**config.mk**
```make
export PLATFORM = sky130hd
export DESIGN_NAME = umf_ctrl
export DESIGN_NICKNAME = d
export VERILOG_FILES = /design/src/sv/umf_pkg.sv /design/src/sv/umf_ctrl.sv
export SDC_FILE = /design/constraint.sdc
export NUM_CORES = 1
export LEC_CHECK = 0
export ABC_AREA = 1
export BUFFER_PORTS_ARGS = -buffer_cell sky130_fd_sc_hd__buf_2
export CORE_UTILIZATION = 38
export CTS_CLUSTER_SIZE = 24
export DETAILED_ROUTE_END_ITERATION = 8
export GPL_ROUTABILITY_DRIVEN = 0
export HOLD_SLACK_MARGIN = 0.05
export PLACE_DENSITY = 0.67
export SETUP_SLACK_MARGIN = 0.5
export SKIP_LAST_GASP = 1
export SYNTH_ARGS = -nofsm -noshare
export SYNTH_HDL_FRONTEND = slang
export SYNTH_SLANG_ARGS = --single-unit
```
**constraint.sdc**
```tcl
create_clock -name clock -period 1.3 [get_ports clock]
set_clock_uncertainty 0.05 [all_clocks]
set_input_delay 0.26 -clock clock [delete_from_list [all_inputs] [get_ports clock]]
set_output_delay 0.26 -clock clock [all_outputs]
set_load 0.01 [all_outputs]
```
**src/sv/umf_pkg.sv**
```systemverilog
// Shared types, constants and helpers of the unsharp-mask filter.
`default_nettype none
package umf_pkg;

   localparam int unsigned MAX_WIDTH_DEF = 2048;
   localparam int unsigned WINDOW_DEF = 5;
   localparam int unsigned CHANNELS_DEF = 3;
   localparam int unsigned HEIGHT_MAX = 2048;
   localparam int unsigned HIGH_GAIN = 10;

   localparam logic [11:0] RST_IMAGE_WIDTH = 12'd640;
   localparam logic [11:0] RST_IMAGE_HEIGHT = 12'd480;
   localparam logic [8:0] RST_TAP_CENTER = 9'd104;
   localparam logic [7:0] RST_TAP_NEAR = 8'd62;
   localparam logic [7:0] RST_TAP_FAR = 8'd14;
   localparam logic [7:0] RST_SHARPEN_GAIN = 8'd64;

   typedef enum logic [2:0] {
      REG_IMAGE_WIDTH = 3'd0,
      REG_IMAGE_HEIGHT = 3'd1,
      REG_TAP_CENTER = 3'd2,
      REG_TAP_NEAR = 3'd3,
      REG_TAP_FAR = 3'd4,
      REG_SHARPEN_GAIN = 3'd5
   } reg_index_type;

   localparam logic REQ_PIXEL = 1'b0;

   typedef enum logic [2:0] {
      ST_IDLE,
      ST_CHECK,
      ST_TAP_RD,
      ST_TAP_ACC,
      ST_ROW_ACC,
      ST_X_RD,
      ST_X_ACC,
      ST_FINISH
   } state_type;

   typedef struct packed {
      logic [11:0] image_width;
      logic [11:0] image_height;
      logic [8:0] tap_center;
      logic [7:0] tap_near;
      logic [7:0] tap_far;
      logic [7:0] sharpen_gain;
   } cfg_type;

   typedef struct packed {
      logic accept;
      logic tap_rd;
      logic tap_acc;
      logic row_acc;
      logic x_rd;
      logic x_acc;
      logic finish;
      logic [2:0] row_idx;
      logic [2:0] col_idx;
   } cmd_type;

   typedef struct packed {
      logic emit;
      logic out_full;
   } status_type;

   // Tap weight for a window position, chosen by its distance from the center.
   function automatic logic [8:0] tap_pick(input logic [2:0] idx, input logic [2:0] radius,
                                           input cfg_type cfg);
      logic [2:0] span;
      span = (idx > radius) ? idx - radius : radius - idx;
      case (span)
         3'd0: tap_pick = cfg.tap_center;
         3'd1: tap_pick = {1'b0, cfg.tap_near};
         default: tap_pick = {1'b0, cfg.tap_far};
      endcase
   endfunction

endpackage
`default_nettype wire

```
**src/sv/umf_ctrl.sv**
```systemverilog
// Controller state machine that sequences the window reads of the filter.
`default_nettype none
module umf_ctrl #(
   parameter int unsigned WINDOW = umf_pkg::WINDOW_DEF
) (
   input wire logic clock,
   input wire logic reset,
   input wire logic req_tvalid,
   output logic req_tready,
   input wire umf_pkg::status_type status,
   output umf_pkg::cmd_type cmd
);
   import umf_pkg::*;

   localparam logic [2:0] LAST_IDX = 3'(WINDOW - 1);

   state_type state_ff, state_in;
   logic [2:0] row_ff, row_in;
   logic [2:0] col_ff, col_in;

   always_ff @(posedge clock) begin
      if (reset) begin
         state_ff <= ST_IDLE;
         row_ff <= '0;
         col_ff <= '0;
      end else begin
         state_ff <= state_in;
         row_ff <= row_in;
         col_ff <= col_in;
      end
   end

   always_comb begin
      state_in = state_ff;
      row_in = row_ff;
      col_in = col_ff;
      req_tready = 1'b0;
      cmd = '0;
      cmd.row_idx = row_ff;
      cmd.col_idx = col_ff;
      case (state_ff)
         ST_IDLE: begin
            req_tready = 1'b1;
            if (req_tvalid) begin
               cmd.accept = 1'b1;
               state_in = ST_CHECK;
            end
         end
         ST_CHECK: begin
            row_in = '0;
            col_in = '0;
            state_in = status.emit ? ST_TAP_RD : ST_IDLE;
         end
         ST_TAP_RD: begin
            cmd.tap_rd = 1'b1;
            state_in = ST_TAP_ACC;
         end
         ST_TAP_ACC: begin
            cmd.tap_acc = 1'b1;
            if (col_ff == LAST_IDX) begin
               col_in = '0;
               state_in = ST_ROW_ACC;
            end else begin
               col_in = col_ff + 3'd1;
               state_in = ST_TAP_RD;
            end
         end
         ST_ROW_ACC: begin
            cmd.row_acc = 1'b1;
            if (row_ff == LAST_IDX) begin
               state_in = ST_X_RD;
            end else begin
               row_in = row_ff + 3'd1;
               state_in = ST_TAP_RD;
            end
         end
         ST_X_RD: begin
            cmd.x_rd = 1'b1;
            state_in = ST_X_ACC;
         end
         ST_X_ACC: begin
            cmd.x_acc = 1'b1;
            state_in = ST_FINISH;
         end
         ST_FINISH: begin
            if (!status.out_full) begin
               cmd.finish = 1'b1;
               state_in = ST_IDLE;
            end
         end
         default: state_in = ST_IDLE;
      endcase
   end

   a_idx_range: assert property (@(posedge clock) disable iff (reset)
      row_ff <= LAST_IDX && col_ff <= LAST_IDX)
      else $error("window index out of range");
   a_finish_follows: assert property (@(posedge clock) disable iff (reset)
      cmd.x_acc |=> state_ff == ST_FINISH)
      else $error("finish step skipped");
   a_finish_free: assert property (@(posedge clock) disable iff (reset)
      cmd.finish |-> !status.out_full)
      else $error("result loaded while result pending");

endmodule
`default_nettype wire

```
After elaboration in Yosys (flattened, before gate mapping):

Cells that the tools add are included.

* register bits after elaboration: 9
* input bits: 5
* output and inout port bits: 14

* add/sub/neg operators: 2
* eq/ne operators: 12
* muxes and demuxes: 20
* reductions and logical operators: 5

Operators by type and width (count)
* 3-bit one-hot mux with 8 select lines: 1
* 3-bit == test, second input constant: 6
* 3-bit 2-to-1 mux: 6
* 3-bit one-hot mux with 2 select lines: 2
* 1-bit 2-to-1 mux: 10
* 3-bit by 1-bit adder with 3-bit output, second input constant: 2
* 3-bit by 2-bit == test with 1-bit output, second input constant: 2
* 2-bit != test, second input constant: 3
* 2-bit AND reduction: 2
* 2-bit nonzero test: 2
* 3-bit by 1-bit == test with 1-bit output, second input constant: 1
* 3-bit logical NOT: 1
* 2-bit 2-to-1 mux: 1

Logic depth before layout (Yosys ltp):

Gate-level depths: netlist of run 1.

* depth after elaboration: 3
* mapped depth: 9
* gate-level depth less buffers: 9

Least setup slack after synthesis of run 1:

No wires, ideal clock.

* path type: reg2reg
* start point: register row_ff[0]
* end point: register row_ff[2]
* arrival: 1113 ps
* required time: 1135 ps
* setup slack: 22 ps
* stages on the path, launching flop included: 9
* buffers on the path: 0
* path through: dfxtp_1 > inv_1 > ha_1 > nand2_1 > nand3_4 > nand2_4 > nand3_1 > nand3_1 > nor2_1

* word-level cells in the longest chain between the ends: 3

Ends and longest elaborated chain
* from (decl): line umf_ctrl.sv:18 `logic [2:0] row_ff, row_in;`
* from (signal assigned): line umf_ctrl.sv:28 `row_ff <= row_in;`
* 3-bit by 1-bit adder with 3-bit output or 3-bit == test (tied branches): line umf_ctrl.sv:73, umf_ctrl.sv:70
* 3-bit 2-to-1 mux or 2-bit != test (tied branches)
* 3-bit one-hot mux with 2 select lines or 2-bit AND reduction (tied branches)

Several ways; a longest one is shown, not always the timed one. The select of a mux whose other input is x is not followed.
A chain may end at the register's enable or synchronous reset.

==> results of run 1 <==
[flip-flops by register name, summed over array words and instances (netlist names)]
| register | cells |
|---|---|
| col_ff | 3 |
| row_ff | 3 |
| state_ff | 3 |
[per-layer routing]
layer,routed length (um),vias up,share of wire
li1,-,346,-
met4,12,0,0.0073
met1,723,304,0.44
met3,77,2,0.047
met2,828,17,0.50
met5,0,-,0
[report_power, final]
group	internal (mW)	total [mW]	switching, mW	leakage [nW]
Sequential	0.286	0.311	0.0249	0.0791
Clock	0.119	0.230	0.111	0.0150
Combinational	0.119	0.247	0.128	0.409
Total	0.524	0.789	0.264	0.503
[worst paths after layout]
kind	start	slack, ns	depth (start not counted)	to
hold reg to reg	col_ff[1]$_SDFFE_PP0P_	0.45	2	col_ff[1]$_SDFFE_PP0P_
setup / recovery	state_ff[2]$_SDFFE_PP0P_	-0.10	3	cmd[6]
setup reg to reg	state_ff[2]$_SDFFE_PP0P_	-0.01	9	state_ff[1]$_SDFFE_PP0P_
hold / removal	reset	0.14	2	state_ff[0]$_SDFFE_PP0P_
[worst max-delay path, cell delays in order (launching register included)]
cell	delay (ns)
dfxtp_4	0.44
inv_8	0.07
nor3_4	0.16
buf_2	0.15
[metrics by stage]
step	cell area [um2]	hold slack, ns	setup WS [ns]	cells
detailed placement	850.8	0.4188	0.03341	119
global placement	850.8	0.4203	0.05185	119
floorplan	750.7	0.2717	0.1935	86
global route	1047	0.1438	-0.1387	135
CTS	1001	0.1375	-0.1029	132
finish	1047	0.1379	-0.1009	135
[kinds of logic after synthesis]
group,share of synthesized area
adders and majority gates,0.07634
DFF,0.2748
buffers and inverters,0.1431
AOI/OAI and AO/OA,0.1126
and+or+nand+nor,0.3931
[repair_timing]
item                                    4_1_cts  5_1_grt
resized for setup                            15        6
endpoints found under the setup margin       23       23
hold endpoints to repair                      0        0
setup buffers                                 9        3
pin swaps                                     2        4
[Yosys cell counts (all sizes together)]
cell / instances / share of area
nand2: 17 / 0.13
o21ai: 4 / 0.031
nor2: 7 / 0.067
a31oi: 1 / 0.0095
buf: 3 / 0.052
nand3: 9 / 0.12
nand4: 3 / 0.029
ha: 4 / 0.076
nor4: 1 / 0.0095
a21oi: 8 / 0.061
nor3: 3 / 0.038
o21a: 1 / 0.011
inv: 16 / 0.092
dfxtp: 9 / 0.27
[final cells by class]
type,instances,area share
clock buffer,4,0.02509
inverter,16,0.06930
multi-input combinational,58,0.4409
sequential,9,0.1971
tap,16,0.01912
timing repair buffer,32,0.2485
==> out/qor.yml, run 1 <==
floorplan:
  die_w_um: 43.54
  initial_core_util: 0.4205
  coreArea_um2: 1559
  dieArea_um2: 1895
  ios: 19
  die_y_um: 43.54
  rows: 14
clock_tree:
  cts_max_level: 1
  cts.sinks: 9
  cts_root_buf: "clkbuf_4"
  cts_tree: "yes"
  path_clk_slew_ns: 0.07
  holdBufCountCts: 0
  clk_latency_ns: 0.27
  clockBufferDepth: 2
  cts-buffers-inserted: 3
sta:
  slew_violations: 0
  hold_viol_final: 0
  max_clock_freq_mhz: 713.8
  setup_tns_ns: -0.5901
  min_period_ns: 1.401
  rsz0062_at_grt: "true"
  worst_pin_slew_ns: 0.1964
  setup_violations: 9
  slew-limit-headroom: 0.8677
  fin_crit_sh: 1.078
  worst_slack_ns: -0.1009
logic_synthesis:
  yosysSeqAreaShare: 0.2748
  syn_area_um2: 655.6
  synth_seq_cells: 9
  syn_nets: 95
  synth_cell_types: 23
  yosys_warnings: 0
  synth_cells: 86
  postSynthAreaPerCell_um2: 7.624
drt:
  drc: 2
  wl_mm: 1.642
  postRouteAntennaNets: 0
  drtIter0Drc: 11
  drt_first_pass_iters: 7
  vias_per_cell: 4.956
  avgRoutedWirePerCell_um: 12.16
  vias: 669
pwr:
  power_density_nw_per_um2: 753.0
  ir_drop_mv: 0.6010
  power.total_mw: 0.7886
  p_leak_nw: 0.5026
critical_path:
  cp_max_fo: 7
  timing_worst_setup_path_type: "reg2out"
  cp.required_ns: 0.99
  startpoint_type: "register"
  cp.arrival_ns: 1.09
  end_kind: "output port"
global_route:
  grt_max_degree: 10
  grt_pass1_vias: 599
  antenna_found_initial: 0
  grt_overflow: 0
  track_usage: 0.1912
  grt_pass1_wl_mm: 2.649
  use_met2: 0.3152
  top_usage_layer: "met2"
  grt_use_met1: 0.2276
  grt_use_met3: 0.08333
final_layout:
  layout_common_cells: "12 x nand2_1, 12 x buf_2, 10 x inv_1, 10 x buf_6, 9 x buf_4"
  final_nets: 129
  multi_input_area_um2: 461.7
  area_growth_pct: 59.73
  final_core_util: 0.6718
  final.fill_count: 126
  ff_latch_area_um2: 206.4
  insertedDiodeCount: 0
  drive_above_1_share: 0.5966
outcome:
  violations: "design-rule violations, negative setup slack"
  status: "finished, violations left"
run:
  drv_cap: 0
placed_design:
  hpwl_mm: 1.114
  io_buffer_count: 18
hold_path:
  min_path_type: "in2reg"
Note: power is estimated with default switching activity, not from simulation.
==> inputs of run 2 (changes only) <==
--- a/config.mk
+++ b/config.mk
@@ -14,6 +14,7 @@
 export HOLD_SLACK_MARGIN = 0.05
 export PLACE_DENSITY = 0.67
 export SETUP_SLACK_MARGIN = 0.5
+export SKIP_CTS_REPAIR_TIMING = 1
 export SKIP_LAST_GASP = 1
 export SYNTH_ARGS = -nofsm -noshare
 export SYNTH_HDL_FRONTEND = slang
==> out/qor.yml, run 2 (same netlist as run 1, synthesis figures left out) <==
sta:
  max_clock_freq_mhz: 711.4  # was 713.8 MHz
  worst_pin_slew_ns: 0.1962  # was 0.1964 ns
  slew-limit-headroom: 0.8678  # was 0.8677
  fin_crit_sh: 1.081  # was 1.078
  hold_viol_final: 0  # unchanged
  min_period_ns: 1.406  # was 1.401 ns
  rsz0062_at_grt: "true"  # unchanged
  slew_violations: 0  # unchanged
  setup_violations: 9  # unchanged
  worst_slack_ns: -0.1057  # was -0.1009 ns
drt:
  drt_first_pass_iters: 6  # was 7
  drc: 2  # unchanged
  postRouteAntennaNets: 0  # unchanged
  drtIter0Drc: 9  # was 11
  vias_per_cell: 5.015  # was 4.956
  avgRoutedWirePerCell_um: 12.48  # was 12.16 um
  vias: 667  # was 669
  wl_mm: 1.660  # was 1.642 mm
outcome:
  status: "finished, violations left"  # unchanged
  violations: "design-rule violations, negative setup slack"  # unchanged
placed_design:
  placedCellCount: 119  # unchanged
  hpwl_mm: 1.114  # unchanged
  io_buffer_count: 18  # unchanged
final_layout:
  final.fill_count: 129  # was 126
  drive_above_1_share: 0.5897  # was 0.5966
  mostFrequentLayoutCell: "buf_2"
  layout_common_cells: "13 x buf_2, 12 x nand2_1, 10 x inv_1, 10 x buf_4, 7 x a21oi_1"  # was 12 x nand2_1, 12 x buf_2, 10 x inv_1, 10 x buf_6, 9 x buf_4
  area_growth_pct: 54.77  # was 59.73%
  finalNonFillerCells: 133  # was 135
  final_nets: 127  # was 129
  largestRegisters: "col_ff (3), row_ff (3), state_ff (3)"  # unchanged
  insertedDiodeCount: 0  # unchanged
hold_path:
  min_path_type: "in2reg"  # unchanged
clock_tree:
  clockBufferDepth: 2  # unchanged
  cts_max_level: 1  # unchanged
  cts-buffers-inserted: 3  # unchanged
  cts.sinks: 9  # unchanged
  clk_latency_ns: 0.27  # about the same
  cts_root_buf: "clkbuf_4"  # unchanged
  cts_tree: "yes"  # unchanged
  path_clk_slew_ns: 0.07  # about the same
pwr:
  ir_drop_mv: 0.6287  # was 0.6010 mV
  power_density_nw_per_um2: 771.5  # was 753.0 nW/um2
  p_leak_nw: 0.4893  # was 0.5026 nW
  power.total_mw: 0.7828  # was 0.7886 mW
global_route:
  grt_pass1_wl_mm: 2.242  # was 2.649 mm
  track_usage: 0.1626  # was 0.1912
  antenna_found_initial: 0  # unchanged
  grt_max_degree: 11  # was 10
  grt_overflow: 0  # unchanged
  grt_pass1_vias: 519  # was 599
floorplan:
  dieArea_um2: 1895  # unchanged
  initial_core_util: 0.4205  # unchanged
  ios: 19  # unchanged
  die_y_um: 43.54  # unchanged
  die_w_um: 43.54  # unchanged
  rows: 14  # unchanged
  coreArea_um2: 1559  # unchanged
run:
  drv_cap: 0  # unchanged
critical_path:
  end_kind: "output port"  # unchanged
  cp.arrival_ns: 1.10  # was 1.09 ns
  timing_worst_setup_path_type: "reg2out"  # unchanged
  cp_max_fo: 8  # was 7
  cp.required_ns: 0.99  # about the same
  startpoint_type: "register"  # unchanged
==> run 2: changes by cell type in the layout (fill, tap and decap cells not counted) <==
cell and delta:
buf_2 +1, buf_4 +1, buf_6 -4
==> run 2: power breakdown <==
group / leakage (nW) / internal (mW) / switching, mW / total, mW
registers: 0.0791 / 0.286 / 0.0259 / 0.312
logic: 0.395 / 0.114 / 0.128 / 0.242
clock network: 0.0150 / 0.119 / 0.110 / 0.229
==> run 2: layout make-up <==
type                            instances  area (um2)  area share
Clock buffer                            4       26.28     0.02589
Multi-Input combinational cell         58       461.7      0.4550
Tap cell                               16       20.02     0.01973
Timing Repair Buffer                   30       227.7      0.2244
Sequential cell                         9       206.4      0.2035
Inverter                               16       72.57     0.07152
==> run 2: stage by stage <==
step                TNS (ns)  utilization  instance area (um2)  hold slack (ns)  setup slack, ns
floorplan                  0            -                750.7           0.2717           0.1935
global placement           0       0.5457                850.8           0.4203          0.05185
detailed placement         0       0.5457                850.8           0.4188          0.03341
CTS                   -1.675       0.5626                877.1           0.1388          -0.2535
global route          -1.052       0.6509                 1015           0.1446          -0.1411
finish               -0.6498       0.6509                 1015           0.1403          -0.1057
==> run 2: metal layers <==
layer  global-route usage  wire length (um)  vias up
met3              0.07500                71        2
met4              0.03750                15        0
li1                     -                 -      341
met1               0.2123               706      311
met5                    0                 0        -
met2               0.2455               867       13
==> run 2: critical path, stage by stage, from the launching register on <==
cell and delay [ns]:
dfxtp_4 0.45, inv_8 0.07, nor3_4 0.16, buf_2 0.15
==> run 2: final timing paths <==
kind,start,end,slack (ns),cells after the start
hold / removal,reset,state_ff[0]$_SDFFE_PP0P_,0.14,2
setup reg to reg,state_ff[2]$_SDFFE_PP0P_,state_ff[1]$_SDFFE_PP0P_,-0.03,9
setup / recovery,state_ff[2]$_SDFFE_PP0P_,cmd[6],-0.11,3
hold reg to reg,col_ff[0]$_SDFFE_PP0P_,col_ff[0]$_SDFFE_PP0P_,0.45,2
==> inputs of run 3 (changes only) <==
--- a/config.mk
+++ b/config.mk
@@ -13,6 +13,7 @@
 export GPL_ROUTABILITY_DRIVEN = 0
 export HOLD_SLACK_MARGIN = 0.05
 export PLACE_DENSITY = 0.67
+export REMOVE_ABC_BUFFERS = 1
 export SETUP_SLACK_MARGIN = 0.5
 export SKIP_CTS_REPAIR_TIMING = 1
 export SKIP_LAST_GASP = 1
==> out/qor.yml, run 3 (same netlist as run 1, synthesis figures left out) <==
final_layout:
  layout_common_cells: "16 x buf_6, 10 x inv_1, 10 x buf_2"  # was 13 x buf_2, 12 x nand2_1, 10 x inv_1, 10 x buf_4, 7 x a21oi_1
  area_growth_pct: 69.66  # was 54.77%
  stdcell_area_um2: 1112  # was 1015 um2
  multi_input_area_um2: 491.7  # was 461.7 um2
  final_core_util: 0.7135  # was 0.6509
  final_nets: 132  # was 127
  mostFrequentLayoutCell: "buf_6"  # was buf_2
  drive_above_1_share: 0.6885  # was 0.5897
  final.fill_count: 108  # was 129
  insertedDiodeCount: 0  # unchanged
  largestRegisters: "col_ff (3), row_ff (3), state_ff (3)"  # unchanged
  ff_latch_area_um2: 209.0  # was 206.4 um2
global_route:
  top_usage_layer: "met2"  # unchanged
  grt_pass1_vias: 554  # was 519
  grt_use_met3: 0.03750  # was 0.07500
  grt_use_met1: 0.2251  # was 0.2123
  grt_pass1_wl_mm: 2.311  # was 2.242 mm
  antenna_found_initial: 0  # unchanged
  track_usage: 0.1661  # was 0.1626
  use_met2: 0.2424  # was 0.2455
  grt_max_degree: 8  # was 11
  grt_overflow: 0  # unchanged
drt:
  vias: 704  # was 667
  drtIter0Drc: 17  # was 9
  avgRoutedWirePerCell_um: 14.01  # was 12.48 um
  drt_first_pass_iters: 6  # unchanged
  postRouteAntennaNets: 0  # unchanged
  vias_per_cell: 5.101  # was 5.015
  wl_mm: 1.934  # was 1.660 mm
  drc: 6  # was 2
floorplan:
  rows: 14  # unchanged
  ios: 19  # unchanged
  die_w_um: 43.54  # unchanged
  coreArea_um2: 1559  # unchanged
  dieArea_um2: 1895  # unchanged
  initial_core_util: 0.4205  # unchanged
  die_y_um: 43.54  # unchanged
pwr:
  p_leak_nw: 0.5130  # was 0.4893 nW
  ir_drop_mv: 0.5104  # was 0.6287 mV
  power_density_nw_per_um2: 758.7  # was 771.5 nW/um2
clock_tree:
  cts-buffers-inserted: 3  # unchanged
  clk_latency_ns: 0.26  # was 0.27 ns
  path_clk_slew_ns: 0.07  # about the same
  clockBufferDepth: 2  # unchanged
  cts_root_buf: "clkbuf_4"  # unchanged
  cts.sinks: 9  # unchanged
  cts_max_level: 1  # unchanged
  cts_tree: "yes"  # unchanged
outcome:
  violations: "design-rule violations, negative setup slack"  # unchanged
  status: "finished, violations left"  # unchanged
critical_path:
  timing_worst_setup_path_type: "reg2out"  # unchanged
  startpoint_type: "register"  # unchanged
  end_kind: "output port"  # unchanged
  cp_max_fo: 5  # was 8
  cp.arrival_ns: 1.12  # was 1.10 ns
  cp.required_ns: 0.99  # about the same
sta:
  min_period_ns: 1.432  # was 1.406 ns
  max_clock_freq_mhz: 698.5  # was 711.4 MHz
  holdWs_ns: 0.1690  # was 0.1403 ns
  slew-limit-headroom: 0.8567  # was 0.8678
  slew_violations: 0  # unchanged
  setup_violations: 8  # was 9
  worst_pin_slew_ns: 0.2148  # was 0.1962 ns
  worst_slack_ns: -0.1316  # was -0.1057 ns
  fin_crit_sh: 1.101  # was 1.081
  setup_tns_ns: -0.7581  # was -0.6498 ns
  hold_viol_final: 0  # unchanged
  rsz0062_at_grt: "true"  # unchanged
run:
  drv_cap: 0  # unchanged
hold_path:
  min_path_type: "in2reg"  # unchanged
placed_design:
  io_buffer_count: 18  # unchanged
  hpwl_mm: 1.110  # was 1.114 mm
  placed_area_um2: 799.5  # was 850.8 um2
[run 3: through the flow]
step | setup slack [ns] | total power, mW | cells
6_report | -0.1316 | 0.8439 | 138
5_1_grt | -0.1812 | 0.8785 | 138
4_1_cts | -0.2508 | 0.7202 | 130
3_5_place_dp | 0.03492 | 0.5028 | 126
3_3_place_gp | 0.04957 | 0.5007 | 126
2_1_floorplan | -0.02857 | 0.4289 | 83
[run 3: where the power goes]
part           switching, mW  leakage [nW]  internal (mW)
registers             0.0256        0.0794          0.284
clock network          0.111        0.0150          0.119
logic                  0.151         0.419          0.153
[run 3: layout make-up]
| type | instances | area share |
|---|---|---|
| clock buffers | 4 | 0.02362 |
| repair buffers | 35 | 0.2677 |
| well taps | 16 | 0.01800 |
| inverters | 16 | 0.06074 |
| multi-input cells | 58 | 0.4421 |
| flip-flops and latches | 9 | 0.1879 |
[run 3: routing by layer]
layer,up-vias,wire length [um]
li1,355,-
met1,320,846
met2,25,953
met3,4,101
met4,0,33
met5,-,0
[run 3: worst paths after layout]
path | start | endpoint | slack (ns) | depth (start not counted)
setup / recovery | state_ff[1]$_SDFFE_PP0P_ | cmd[9] | -0.13 | 3
hold / removal | reset | col_ff[1]$_SDFFE_PP0P_ | 0.17 | 2
setup reg to reg | col_ff[1]$_SDFFE_PP0P_ | state_ff[1]$_SDFFE_PP0P_ | 0.09 | 9
hold reg to reg | col_ff[0]$_SDFFE_PP0P_ | col_ff[0]$_SDFFE_PP0P_ | 0.47 | 2
[run 3: critical path, stage by stage, from the launching register on]
cell	delay, ns
dfxtp_4	0.38
buf_6	0.14
nor3_4	0.19
buf_2	0.16
